<file path="config.mk">
export PLATFORM = sky130hd
export DESIGN_NAME = mmc_host_register_block_unit
export DESIGN_NICKNAME = d
export VERILOG_FILES = /design/src/rtl/core/mhrb_pkg.sv /design/src/rtl/core/mhrb_regs.sv /design/src/rtl/core/mmc_host_register_block_unit.sv
export SDC_FILE = /design/constraint.sdc
export NUM_CORES = 1
export LEC_CHECK = 0
export BUFFER_PORTS_ARGS = -buffer_cell sky130_fd_sc_hd__buf_2
export CORE_MARGIN = 5
export CORE_UTILIZATION = 63
export DETAILED_ROUTE_END_ITERATION = 8
export PLACE_DENSITY = 0.83
export SYNTH_ARGS = -nofsm -noshare
export SYNTH_HDL_FRONTEND = slang
export SYNTH_HIERARCHICAL = 1
export SYNTH_SLANG_ARGS = --single-unit
</file>
<file path="constraint.sdc">
create_clock -name aclk -period 5.7 [get_ports aclk]
set_input_delay 0.855 -clock aclk [delete_from_list [all_inputs] [get_ports aclk]]
set_output_delay 0.855 -clock aclk [all_outputs]
set_load 0.005 [all_outputs]
</file>
<file path="src/rtl/core/mhrb_pkg.sv">
package mhrb_pkg;

    // Register byte offsets
    localparam logic [6:0] OFF_STRPCL    = 7'h00;
    localparam logic [6:0] OFF_STAT      = 7'h04;
    localparam logic [6:0] OFF_CLKRT     = 7'h08;
    localparam logic [6:0] OFF_SPI       = 7'h0C;
    localparam logic [6:0] OFF_CMDAT     = 7'h10;
    localparam logic [6:0] OFF_RESTO     = 7'h14;
    localparam logic [6:0] OFF_RDTO      = 7'h18;
    localparam logic [6:0] OFF_BLKLEN    = 7'h1C;
    localparam logic [6:0] OFF_NUMBLK    = 7'h20;
    localparam logic [6:0] OFF_I_MASK    = 7'h28;
    localparam logic [6:0] OFF_I_REG     = 7'h2C;
    localparam logic [6:0] OFF_CMD       = 7'h30;
    localparam logic [6:0] OFF_ARGH      = 7'h34;
    localparam logic [6:0] OFF_ARGL      = 7'h38;
    localparam logic [6:0] OFF_RDWAIT    = 7'h48;
    localparam logic [6:0] OFF_BLKS_LEFT = 7'h4C;
    localparam logic [6:0] OFF_END       = 7'h50;

    localparam logic OP_READ  = 1'b0;
    localparam logic OP_WRITE = 1'b1;

    localparam logic [13:0] CMDAT_RW_MASK   = 14'h3DFF;
    localparam logic [13:0] CMDAT_RESET     = 14'h0080;
    localparam int          CMDAT_STOP_BIT  = 10;
    localparam logic [5:0]  CMD_NO_CLEAR    = 6'd52;
    localparam logic [15:0] CMD_TRANSMIT    = 16'h0040;
    localparam logic [13:0] ST_CMD_DONE     = 14'h2002; // end of response plus response timeout
    localparam logic [6:0]  RESTO_RESET     = 7'd64;
    localparam logic [12:0] IMASK_RESET     = 13'h1FFF;

    typedef struct packed {
        logic [15:0] read_data;
        logic        irq_level;
        logic        access_fault;
    } mhrb_rsp_t;

endpackage

</file>
<file path="src/rtl/core/mhrb_regs.sv">
module mhrb_regs (
    input  logic                aclk,
    input  logic                aresetn,
    input  logic                fire,
    input  logic                op,
    input  logic [6:0]          byte_offset,
    input  logic [31:0]         write_data,
    output mhrb_pkg::mhrb_rsp_t rsp
);
    import mhrb_pkg::*;

    logic [13:0] status_reg,    status_next;
    logic        running_reg,   running_next;
    logic        pending_reg,   pending_next;
    logic        stopped_reg,   stopped_next;
    logic [2:0]  clkrt_reg,     clkrt_next;
    logic [3:0]  spi_reg,       spi_next;
    logic [13:0] cmdat_reg,     cmdat_next;
    logic [6:0]  resto_reg,     resto_next;
    logic [15:0] rdto_reg,      rdto_next;
    logic [11:0] blklen_reg,    blklen_next;
    logic [15:0] numblk_reg,    numblk_next;
    logic [12:0] imask_reg,     imask_next;
    logic [5:0]  cmd_reg,       cmd_next;
    logic [15:0] argh_reg,      argh_next;
    logic [15:0] argl_reg,      argl_next;
    logic        rdwait_reg,    rdwait_next;
    logic [15:0] blksrem_reg,   blksrem_next;

    logic        fault;
    logic [12:0] causes_cur;
    logic [12:0] causes_next;
    logic [15:0] rd_val;
    logic [13:0] cmdat_w;

    function automatic logic [12:0] int_causes(input logic [13:0] st, input logic stp);
        logic [12:0] v;
        v    = '0;
        v[0] = st[11];
        v[1] = st[12];
        v[2] = st[13];
        v[4] = stp;
        v[9] = st[5] | st[1];
        return v;
    endfunction

    assign fault      = (byte_offset >= OFF_END) || (byte_offset[1:0] != 2'b00);
    assign causes_cur = int_causes(status_reg, stopped_reg);
    assign cmdat_w    = write_data[13:0] & CMDAT_RW_MASK;

    // read mux
    always_comb begin
        unique case (byte_offset)
            OFF_STAT:      rd_val = {2'b00, status_reg | {5'b0, running_reg, 8'b0}};
            OFF_CLKRT:     rd_val = {13'b0, clkrt_reg};
            OFF_SPI:       rd_val = {12'b0, spi_reg};
            OFF_CMDAT:     rd_val = {2'b00, cmdat_reg};
            OFF_RESTO:     rd_val = {9'b0, resto_reg};
            OFF_RDTO:      rd_val = rdto_reg;
            OFF_BLKLEN:    rd_val = {4'b0, blklen_reg};
            OFF_NUMBLK:    rd_val = numblk_reg;
            OFF_I_MASK:    rd_val = {3'b0, imask_reg};
            OFF_I_REG:     rd_val = {3'b0, causes_cur};
            OFF_CMD:       rd_val = {10'b0, cmd_reg} | CMD_TRANSMIT;
            OFF_ARGH:      rd_val = argh_reg;
            OFF_ARGL:      rd_val = argl_reg;
            OFF_RDWAIT:    rd_val = {15'b0, rdwait_reg};
            OFF_BLKS_LEFT: rd_val = blksrem_reg;
            default:       rd_val = '0;
        endcase
    end

    // write decode and command sequencing
    always_comb begin
        status_next  = status_reg;
        running_next = running_reg;
        pending_next = pending_reg;
        stopped_next = stopped_reg;
        clkrt_next   = clkrt_reg;
        spi_next     = spi_reg;
        cmdat_next   = cmdat_reg;
        resto_next   = resto_reg;
        rdto_next    = rdto_reg;
        blklen_next  = blklen_reg;
        numblk_next  = numblk_reg;
        imask_next   = imask_reg;
        cmd_next     = cmd_reg;
        argh_next    = argh_reg;
        argl_next    = argl_reg;
        rdwait_next  = rdwait_reg;
        blksrem_next = blksrem_reg;
        if (fire && !fault && op == OP_WRITE) begin
            unique case (byte_offset)
                OFF_STRPCL: begin
                    // start wins over stop
                    if (write_data[1]) begin
                        running_next = 1'b1;
                        stopped_next = 1'b0;
                    end else if (write_data[0]) begin
                        running_next = 1'b0;
                        stopped_next = 1'b1;
                    end
                    if (running_next && pending_reg) begin
                        pending_next = 1'b0;
                        status_next  = status_reg | ST_CMD_DONE;
                    end
                end
                OFF_CLKRT:     clkrt_next   = write_data[2:0];
                OFF_SPI:       spi_next     = write_data[3:0];
                OFF_CMDAT: begin
                    cmdat_next = cmdat_w;
                    if (!cmdat_w[CMDAT_STOP_BIT]) begin
                        // CMD52 keeps prior status
                        if (cmd_reg != CMD_NO_CLEAR) begin
                            status_next = '0;
                        end
                        if (running_reg) begin
                            pending_next = 1'b0;
                            status_next  = status_next | ST_CMD_DONE;
                        end else begin
                            pending_next = 1'b1;
                        end
                    end
                end
                OFF_RESTO:     resto_next   = write_data[6:0];
                OFF_RDTO:      rdto_next    = write_data[15:0];
                OFF_BLKLEN:    blklen_next  = write_data[11:0];
                OFF_NUMBLK:    numblk_next  = write_data[15:0];
                OFF_I_MASK:    imask_next   = write_data[12:0];
                OFF_CMD:       cmd_next     = write_data[5:0];
                OFF_ARGH:      argh_next    = write_data[15:0];
                OFF_ARGL:      argl_next    = write_data[15:0];
                OFF_RDWAIT:    rdwait_next  = write_data[0];
                OFF_BLKS_LEFT: blksrem_next = write_data[15:0];
                default: ;
            endcase
        end
    end

    assign causes_next = int_causes(status_next, stopped_next);

    always_comb begin
        rsp.read_data    = (!fault && op == OP_READ) ? rd_val : 16'h0000;
        rsp.irq_level    = |(causes_next & ~imask_next);
        rsp.access_fault = fault;
    end

    always_ff @(posedge aclk) begin
        if (!aresetn) begin
            status_reg  <= '0;
            running_reg <= 1'b0;
            pending_reg <= 1'b0;
            stopped_reg <= 1'b0;
            clkrt_reg   <= '0;
            spi_reg     <= '0;
            cmdat_reg   <= CMDAT_RESET;
            resto_reg   <= RESTO_RESET;
            rdto_reg    <= '1;
            blklen_reg  <= '0;
            numblk_reg  <= '0;
            imask_reg   <= IMASK_RESET;
            cmd_reg     <= '0;
            argh_reg    <= '0;
            argl_reg    <= '0;
            rdwait_reg  <= 1'b0;
            blksrem_reg <= '0;
        end else begin
            status_reg  <= status_next;
            running_reg <= running_next;
            pending_reg <= pending_next;
            stopped_reg <= stopped_next;
            clkrt_reg   <= clkrt_next;
            spi_reg     <= spi_next;
            cmdat_reg   <= cmdat_next;
            resto_reg   <= resto_next;
            rdto_reg    <= rdto_next;
            blklen_reg  <= blklen_next;
            numblk_reg  <= numblk_next;
            imask_reg   <= imask_next;
            cmd_reg     <= cmd_next;
            argh_reg    <= argh_next;
            argl_reg    <= argl_next;
            rdwait_reg  <= rdwait_next;
            blksrem_reg <= blksrem_next;
        end
    end

    // a command never stays pending while the clock runs
    a_no_pending_when_running: assert property (@(posedge aclk) disable iff (!aresetn)
        !(pending_reg && running_reg))
        else $error("command pending with clock running");

    a_run_stop_exclusive: assert property (@(posedge aclk) disable iff (!aresetn)
        !(running_reg && stopped_reg))
        else $error("clock running and stopped flags both set");

    a_fault_keeps_state: assert property (@(posedge aclk) disable iff (!aresetn)
        (fire && fault) |=> ($stable(status_reg) && $stable(pending_reg)
                             && $stable(running_reg) && $stable(imask_reg)))
        else $error("faulting word changed state");

    a_write_reads_zero: assert property (@(posedge aclk) disable iff (!aresetn)
        (fire && op == OP_WRITE) |-> (rsp.read_data == 16'h0000))
        else $error("write word returned read data");

endmodule

</file>
<file path="src/rtl/core/mmc_host_register_block_unit.sv">
// Channel   Direction  Handshake          Payload
// s_        in         s_valid / s_ready  s_op, s_byte_offset, s_write_data
// m_        out        m_valid / m_ready  m_read_data, m_irq_level, m_access_fault
//
// Each word is registered in the input stage, then decoded and applied to the
// register file as it moves into the result register. While m_ready does not
// stall, one word per cycle is sustained. Reset (aresetn low, synchronous)
// empties both stages and loads the register reset values. A stalled m_ready
// holds the result; the input stage still takes one more word, then s_ready
// drops until the result is taken.
module mmc_host_register_block_unit (
    input  logic        aclk,
    input  logic        aresetn,
    input  logic        s_valid,
    output logic        s_ready,
    input  logic        s_op,
    input  logic [6:0]  s_byte_offset,
    input  logic [31:0] s_write_data,
    output logic        m_valid,
    input  logic        m_ready,
    output logic [15:0] m_read_data,
    output logic        m_irq_level,
    output logic        m_access_fault
);
    import mhrb_pkg::*;

    // input stage
    logic        in_valid_reg, in_valid_next;
    logic        in_op_reg;
    logic [6:0]  in_off_reg;
    logic [31:0] in_data_reg;

    // result stage
    logic        out_valid_reg, out_valid_next;
    mhrb_rsp_t   out_rsp_reg;

    logic        advance;
    logic        fire;
    logic        s_accept;
    mhrb_rsp_t   rsp;

    assign advance  = !out_valid_reg || m_ready;
    assign fire     = in_valid_reg && advance;
    assign s_ready  = !in_valid_reg || advance;
    assign s_accept = s_valid && s_ready;

    always_comb begin
        if (s_accept) begin
            in_valid_next = 1'b1;
        end else if (advance) begin
            in_valid_next = 1'b0;
        end else begin
            in_valid_next = in_valid_reg;
        end
        if (fire) begin
            out_valid_next = 1'b1;
        end else if (m_ready) begin
            out_valid_next = 1'b0;
        end else begin
            out_valid_next = out_valid_reg;
        end
    end

    // register file: state changes only when a word moves to the result stage
    mhrb_regs u_regs (
        .aclk        (aclk),
        .aresetn     (aresetn),
        .fire        (fire),
        .op          (in_op_reg),
        .byte_offset (in_off_reg),
        .write_data  (in_data_reg),
        .rsp         (rsp)
    );

    always_ff @(posedge aclk) begin
        if (!aresetn) begin
            in_valid_reg  <= 1'b0;
            out_valid_reg <= 1'b0;
        end else begin
            in_valid_reg  <= in_valid_next;
            out_valid_reg <= out_valid_next;
        end
    end

    always_ff @(posedge aclk) begin
        if (s_accept) begin
            in_op_reg   <= s_op;
            in_off_reg  <= s_byte_offset;
            in_data_reg <= s_write_data;
        end
        if (fire) begin
            out_rsp_reg <= rsp;
        end
    end

    assign m_valid        = out_valid_reg;
    assign m_read_data    = out_rsp_reg.read_data;
    assign m_irq_level    = out_rsp_reg.irq_level;
    assign m_access_fault = out_rsp_reg.access_fault;

endmodule
</file>
Word level (Yosys, flattened, before mapping)
Index checks and enable logic that the tools add are counted.

Word-level logic and storage cells: 111. Bits of input ports: 44. Register bits: 200. Output and inout port bits: 20.

Equal/unequal tests: 18. Bitwise operators: 8. Mux-type cells: 25. Reductions and logical operators: 33. Order comparisons: 1.

Operators by type and width (number): one-hot mux 16 bit (15 select lines) (1); 2-to-1 mux 14 bit (5); equality test 7 x 6 -> 1 bit, second input constant (6); equality test 7 x 5 -> 1 bit, second input constant (4); one-hot mux 14 bit (2 select lines) (1); 2-to-1 mux 13 bit (2); AND reduction 2 bit (13); 2-to-1 mux 1 bit (15); equality test 7 x 4 -> 1 bit, second input constant (2); equality test 7 bit, second input constant (2); OR 14 x 9 -> 14 bit (1); bitwise AND 10 x 13 -> 13 bit (1); inverter 13 bit (1); OR reduction 13 bit (1); AND reduction 4 bit (2); nonzero test 2 bit (4); equality test 7 x 3 -> 1 bit, second input constant (1); greater-or-equal comparator 7 bit, second input constant (1); logical NOT 7 bit (1); logical AND 1 bit (6); != test 6 bit, second input constant (1); logical NOT 1 bit (3); logical OR 1 bit (3); inverter 1 bit (3); 4 further kinds (5).

Logic depth before layout (Yosys ltp)
Gate-level depths: netlist (run 1).

Word-level depth: 13. Gate-level depth with buffers: 10.

Hierarchy
The synthesis (run 1) kept the hierarchy.

By module, submodules not included: mhrb_regs (cells each 860, area an instance 7343.3 um^2, times used 1); mmc_host_register_block_unit (cells each 67, area an instance 1845.5 um^2, times used 1).

Least setup slack after synthesis (run 1)
OpenSTA, ideal clock, no wires.

Path kind: input to register. Start point: input port m_ready. End point: register in_data_reg[0], enable pin. Stages on the path: 2. Path buffers: 0. Data arrival time: 2877 ps. Setup time: 451 ps. Slack: 2373 ps. Data required time: 5249 ps. Cells stage by stage: nor2b_4 a21oi_1.

Word-level cells in the longest chain between the ends: 3.

RTL lines: start, declared (line mmc_host_register_block_unit.sv:20) `input logic m_ready,`; logical OR 1 bit (line mmc_host_register_block_unit.sv:42) `assign advance = !out_valid_reg || m_ready;`; logical OR 1 bit (line mmc_host_register_block_unit.sv:44) `assign s_ready = !in_valid_reg || advance;`; logical AND 1 bit (line mmc_host_register_block_unit.sv:45) `assign s_accept = s_valid && s_ready;`; end signal, assigned (line mmc_host_register_block_unit.sv:89) `in_data_reg <= s_write_data;`; end, declared (line mmc_host_register_block_unit.sv:31) `logic [31:0] in_data_reg;`.

Every way passes these cells. A chain may end at the register's enable or synchronous reset.

Worst setup path in the final report (run 1)
Start point: register in_off_reg[5]. End point: register u_regs.argh_reg[8].

Word-level cells in the longest chain between the ends: 6. Elaborated cells between the ends (all ways): 7. Classes of those cells: order compare (1); eq/ne (1); reduce/logical (5).

RTL lines: start, declared (line mmc_host_register_block_unit.sv:30) `logic [6:0] in_off_reg;`; start signal, assigned (line mmc_host_register_block_unit.sv:88) `in_off_reg <= s_byte_offset;`; greater-or-equal comparator 7 bit (line mhrb_regs.sv:47) `assign fault = (byte_offset >= OFF_END) || (byte_offset[1:0] != 2'b00);`; logical OR 1 bit (line mhrb_regs.sv:47); logical NOT 1 bit (line mhrb_regs.sv:92) `if (fire && !fault && op == OP_WRITE) begin`; logical AND 1 bit (2 in a row) (line mhrb_regs.sv:92); AND reduction 2 bit (no line) *; end signal, assigned (line mhrb_regs.sv:181) `argh_reg <= argh_next;`; end, declared (line mhrb_regs.sv:25) `logic [15:0] argh_reg, argh_next;`.

Mark *: on every way between the ends. The rest lies on a longest branch, timed or not.

==> run metrics, run 1 <==
min Tclk post-route 3.38 ns; via count 7034; hold_ws 0.453 ns; Final Net Count 953; fin area 9450 sq um; worst hold path class reg2reg; RSZ-0062 raised after global routing no; antenna-violating nets left 0; Setup CP Type reg2reg; DRC violations left 0; clock-pin slew on the worst setup and hold paths 0.07 ns; area grow syn2layout 8.48%; TritonRoute pass-1 iters 6; IO buf count 47; Worst-Margin Slew 1.04 ns; status finished clean; clock share of power 42.7%; Worst setup EP type flip-flop; post_cts resized 0; Slowest-stage cell, CP and2_1; total power 2.78 mW; pre-CTS WS 2.30 ns; Pint 2.17 mW; combinational fraction of design power 3.8%; most numerous cell on the critical path and2_1; initial drt markers 1184; Core Box Area 13700 sq um; Die Span X 128 microns; clk buf depth 2; PwrDens 295 nW/um^2; Clock H-tree levels 4; DR WL/cell 21.7 microns; Final Slew Violations 0; Final Cycle Share 59.3%; CP max FO 29; Mean Syn Cell Area 9.56 sq um; Synthesized Nets 955; postcts setup bufs 0; routability cong. 0.923; Mapped Cells 911; root buffer cell clkbuf_16; Setup TNS Final 0 ns; Starting Density 63.5%; Sink Count 200; Setup violations, final 0; final hold vios 0; slew margin rel. 30.7%; CP top delay family simple AND/OR/NAND/NOR gates; CTS Hold Bufs 0; Area after DPL 8860 sq um; Max-cap violations 0; Clock Skew 0.00576 ns; Sw Ratio 22.1%; Peak VDD IR 0.209 mV; die height 128 microns; vias in the first global route 6680; first-pass GRT wire length 37100 microns; Ys Warns 6; Post-Route WL 24000 microns; Post-DP HPWL 14500 microns; synthesized area 8710 sq um; Inserted Clock Buffers 17; critical path arrival 3.74 ns; worst path cell trace buf_4 -> and3b_1 -> and2_1 -> and2_1 -> nand2_1 -> a21boi_0; initial antenna violation count 0; pin count of the biggest net entering global routing 82; n_diodes 0; Startpoint Class flip-flop; CP max stage delay 0.86 ns; die area 16300 sq um; Leak Pwr 3.37 nW; share of post-route cells with drive strength above 1 12.0%; total track usage 29.7%; io pins 64; WP buf/inv 1; final worst slack 2.32 ns; # fillers 1045; CTS tree built; worst-skew pair later-pin latency 0.44 ns; f_max 0.296 GHz; FP Rows 43; GRT overflow 0; Critical Path RT 6.06 ns; Vias/cell 6.38; Sequential Power Share 53.5%; Switch Pwr 615 uW
==> layout make-up <==
class / instances / area [sq um] / share of cell area (%)
sequential: 200 / 4420 / 46.8
multi-input combinational: 626 / 3860 / 40.9
clock buffer: 23 / 500 / 5.30
timing repair buffer: 59 / 328 / 3.47
tap: 180 / 225 / 2.38
clock inverter: 9 / 87.6 / 0.927
inverter: 5 / 18.8 / 0.199
==> power by group through the flow <==
stage	clock network (mW)	registers (mW)	logic [mW]
2_1_floorplan	0	1.50	0.0805
4_1_cts	1.20	1.49	0.104
6_report	1.19	1.49	0.106
5_1_grt	1.25	1.49	0.112
3_3_place_gp	0	1.52	0.102
3_5_place_dp	0	1.52	0.103
==> path summary, 6_finish.rpt <==
path,slack (ns),from,cells past startpoint,to
max,2.32,in_off_reg[5],6,u_regs/argh_reg[8]
min,0.45,u_regs/blksrem_reg[13],2,u_regs/blksrem_reg[13]
max reg2reg,2.32,in_off_reg[5],6,u_regs/argh_reg[8]
min reg2reg,0.45,u_regs/blksrem_reg[13],2,u_regs/blksrem_reg[13]
==> placed cells by master (no fill, tap or decap), types with 3 or more instances in the layout <==
master / count
a21boi_0: 62
a21boi_1: 16
a21oi_1: 15
a221oi_1: 6
a222oi_1: 7
a22o_1: 10
a22oi_1: 27
a31oi_1: 20
a32oi_1: 5
and2_1: 15
and3_1: 17
buf_2: 46
buf_4: 13
clkbuf_1: 3
clkbuf_16: 19
clkinvlp_4: 3
dfxtp_1: 158
edfxtp_1: 42
inv_1: 5
mux2_2: 5
mux2i_1: 46
nand2_1: 224
nand2_2: 3
nand3_1: 35
nor2_1: 7
nor2b_1: 37
nor3_1: 7
nor3b_1: 3
nor4b_1: 3
o21a_1: 3
o21ai_0: 8
o22ai_1: 4
==> tightest hold or removal path: cells and delay by family (launching register included) <==
family             cells  cell delay [ns]
AOI/OAI and AO/OA      1             0.05
DFF                    1             0.31
and+or+nand+nor        1             0.05
==> metal layers <==
layer,GRT usage (%),wire length (microns),vias to the layer above
li1,-,-,3201
met1,40.9,9660,3301
met2,46.3,11000,460
met3,6.31,2580,72
met4,10.9,717,0
met5,0,0,-
==> through the flow <==
stage	utilization [%]	instances
after global routing	68.9	1102
after floorplan	-	911
after global placement	64.6	1070
after detailed placement	64.6	1070
final	68.9	1102
after CTS	68.9	1102
No activity file was read; power rests on OpenSTA's default activity.
==> run 2: changes to the inputs <==
Settings changed: CORE_UTILIZATION 63 to 60, PLACE_DENSITY 0.83 to 0.79.
Clock period 5.7 ns to 3.4 ns, I/O delays scaled along.
==> run 2 against run 1 <==
Net effect:
- critical path depth rose by 1
- clock skew rose by 0.0042 ns
- combinational power rose by 75%
- sequential share of layout area fell by 0.82 points
- sequential power rose by 68%
- largest cell class unchanged
- largest power group unchanged
==> run metrics, run 2 (synthesis gave the netlist of run 1 again) <==
status finished clean; Slowest-stage cell, CP and3b_1; Final Cycle Share 80.3% (+21 points); Worst-Margin Slew 0.778 ns (-0.261 ns); Setup CP Type reg2reg; met1 Usage GRT 40.4% (-0.52 points); clock-pin slew on the worst setup and hold paths 0.07 ns (about the same); Layout Cells excl Fill 1132 (+2.7%); Leak Pwr 3.48 nW (+3.4%); Setup TNS Final 0 ns (unchanged); Peak VDD IR 0.452 mV (+120%); n_diodes 0 (unchanged); fin area 9610 sq um (+1.8%); final worst slack 0.669 ns (-1.65 ns); min Tclk post-route 2.73 ns (-0.647 ns); Post-Route WL 24800 microns (+3.5%); Die Span X 130 microns (+2.3%); Critical Path RT 3.76 ns (-2.30 ns); initial antenna violation count 0 (unchanged); GR Util met3 6.30% (-0.012 points); most used routing layer met2; hold_ws 0.243 ns (-0.210 ns); TritonRoute pass-1 iters 6 (unchanged); initial drt markers 1060 (-10%); post_cts resized 0 (unchanged); most frequent cells in the layout nand2_1 (224), dfxtp_1 (158), a21boi_0 (62), buf_2 (46), mux2i_1 (46); Setup violations, final 0 (unchanged); DR WL/cell 21.9 microns (+0.78%); Placed Instances 1100 (+2.8%); RSZ-0062 raised after global routing no; FP Rows 44 (+2.3%); CP max FO 14 (-52%); Max-cap violations 0 (unchanged); vias in the first global route 6808 (+1.9%); pre-CTS WS 0.786 ns (-1.52 ns); Core Box Area 14400 sq um (+4.7%); clk buf depth 2 (unchanged); total track usage 29.9% (+0.27 points); CP max stage delay 0.71 ns (-0.15 ns); DRC violations left 0 (unchanged); die area 17000 sq um (+4.6%); io pins 64 (unchanged); area grow syn2layout 10.4%; first-pass GRT wire length 38300 microns (+3.2%); PwrDens 480 nW/um^2 (+63%); Sink Count 200 (unchanged); GRT overflow 0 (unchanged); Vias/cell 6.36 (-0.34%); Crit. path cell count 7 (+1); r2r startpoint in_off_reg[5]; post-layout util 66.9% (-1.9 points); Clock H-tree levels 4 (unchanged); worst path cell trace and3b_1 -> and2_1 -> buf_4 -> and2_1 -> buf_4 -> nand2_1 -> a21boi_0; Post-DP HPWL 15600 microns (+7.6%); f_max 0.366 GHz (+24%); worst-skew pair later-pin latency 0.44 ns (about the same); commonest non-fill, non-tap cell in the layout nand2_1; FF-to-FF path depth 7 (+1); routability cong. 0.930 (+0.81%); CTS tree built; CTS Hold Bufs 0 (unchanged); Worst Setup EP u_regs/argh_reg[12]; WP buf/inv 2 (+1); worst hold path class in2reg; slew margin rel. 48.0% (+17 points); Area after DPL 9060 sq um (+2.3%); R2R Setup Slk 0.67 ns (-1.65 ns); postcts setup bufs 0 (unchanged); Starting Density 60.6% (-2.9 points); critical path arrival 3.09 ns (-0.65 ns); share of post-route cells with drive strength above 1 14.3% (+2.3 points); Startpoint Class flip-flop; root buffer cell clkbuf_16; die height 130 microns (+2.3%); Clock Skew 0.00997 ns (+0.00422 ns); Worst setup startpoint in_off_reg[5]; pin count of the biggest net entering global routing 82 (unchanged); via count 7201 (+2.4%); Worst setup EP type flip-flop; GRT met2 Usage 46.5% (+0.20 points); CP top delay family simple AND/OR/NAND/NOR gates; Final Net Count 979 (+2.7%); Final Slew Violations 0 (unchanged); total power 4.62 mW (+66%); antenna-violating nets left 0 (unchanged); worst r2r dst u_regs/argh_reg[12]; Inserted Clock Buffers 17 (unchanged); IO buf count 47 (unchanged); final hold vios 0 (unchanged)
-- run 2: cell count changes in the layout (fill, tap and decap cells not counted), sizes merged --
cell      change
clkinvlp      +1
buf          +26
inv           -1
clkbuf        +1
clkinv        -1
-- run 2: worst min-delay path by stage --
stage                           start                     end  slack, ns  cells after the start
3_5_place_dp      u_regs/argl_reg[11]     u_regs/argl_reg[11]       0.45                      2
5_1_grt               s_write_data[2]          in_data_reg[2]       0.23                      1
6_report              s_write_data[8]          in_data_reg[8]       0.24                      1
3_3_place_gp   u_regs/blksrem_reg[10]  u_regs/blksrem_reg[10]       0.44                      2
4_1_cts              s_write_data[15]         in_data_reg[15]       0.23                      1
2_1_floorplan     u_regs/argl_reg[11]     u_regs/argl_reg[11]       0.43                      2
-- run 2: routing by layer --
metal / up-vias / share of wire (%)
met4: 0 / 4.1
met3: 90 / 12
met5: - / 0
li1: 3241 / -
met2: 504 / 46
met1: 3366 / 38
-- run 2: area by class of cell --
| class | instances | area, sq um |
|---|---|---|
| inverters | 5 | 18.8 |
| well taps | 184 | 230 |
| multi-input cells | 626 | 3860 |
| clock inverters | 8 | 73.8 |
| flip-flops and latches | 200 | 4420 |
| clock buffers | 24 | 482 |
| fillers | 1125 | 4750 |
| repair buffers | 85 | 523 |
-- run 2: where the power goes --
| group | switching [mW] | internal (mW) |
|---|---|---|
| clock | 0.867 | 1.06 |
| sequential | 0.0509 | 2.45 |
| combinational | 0.111 | 0.0755 |
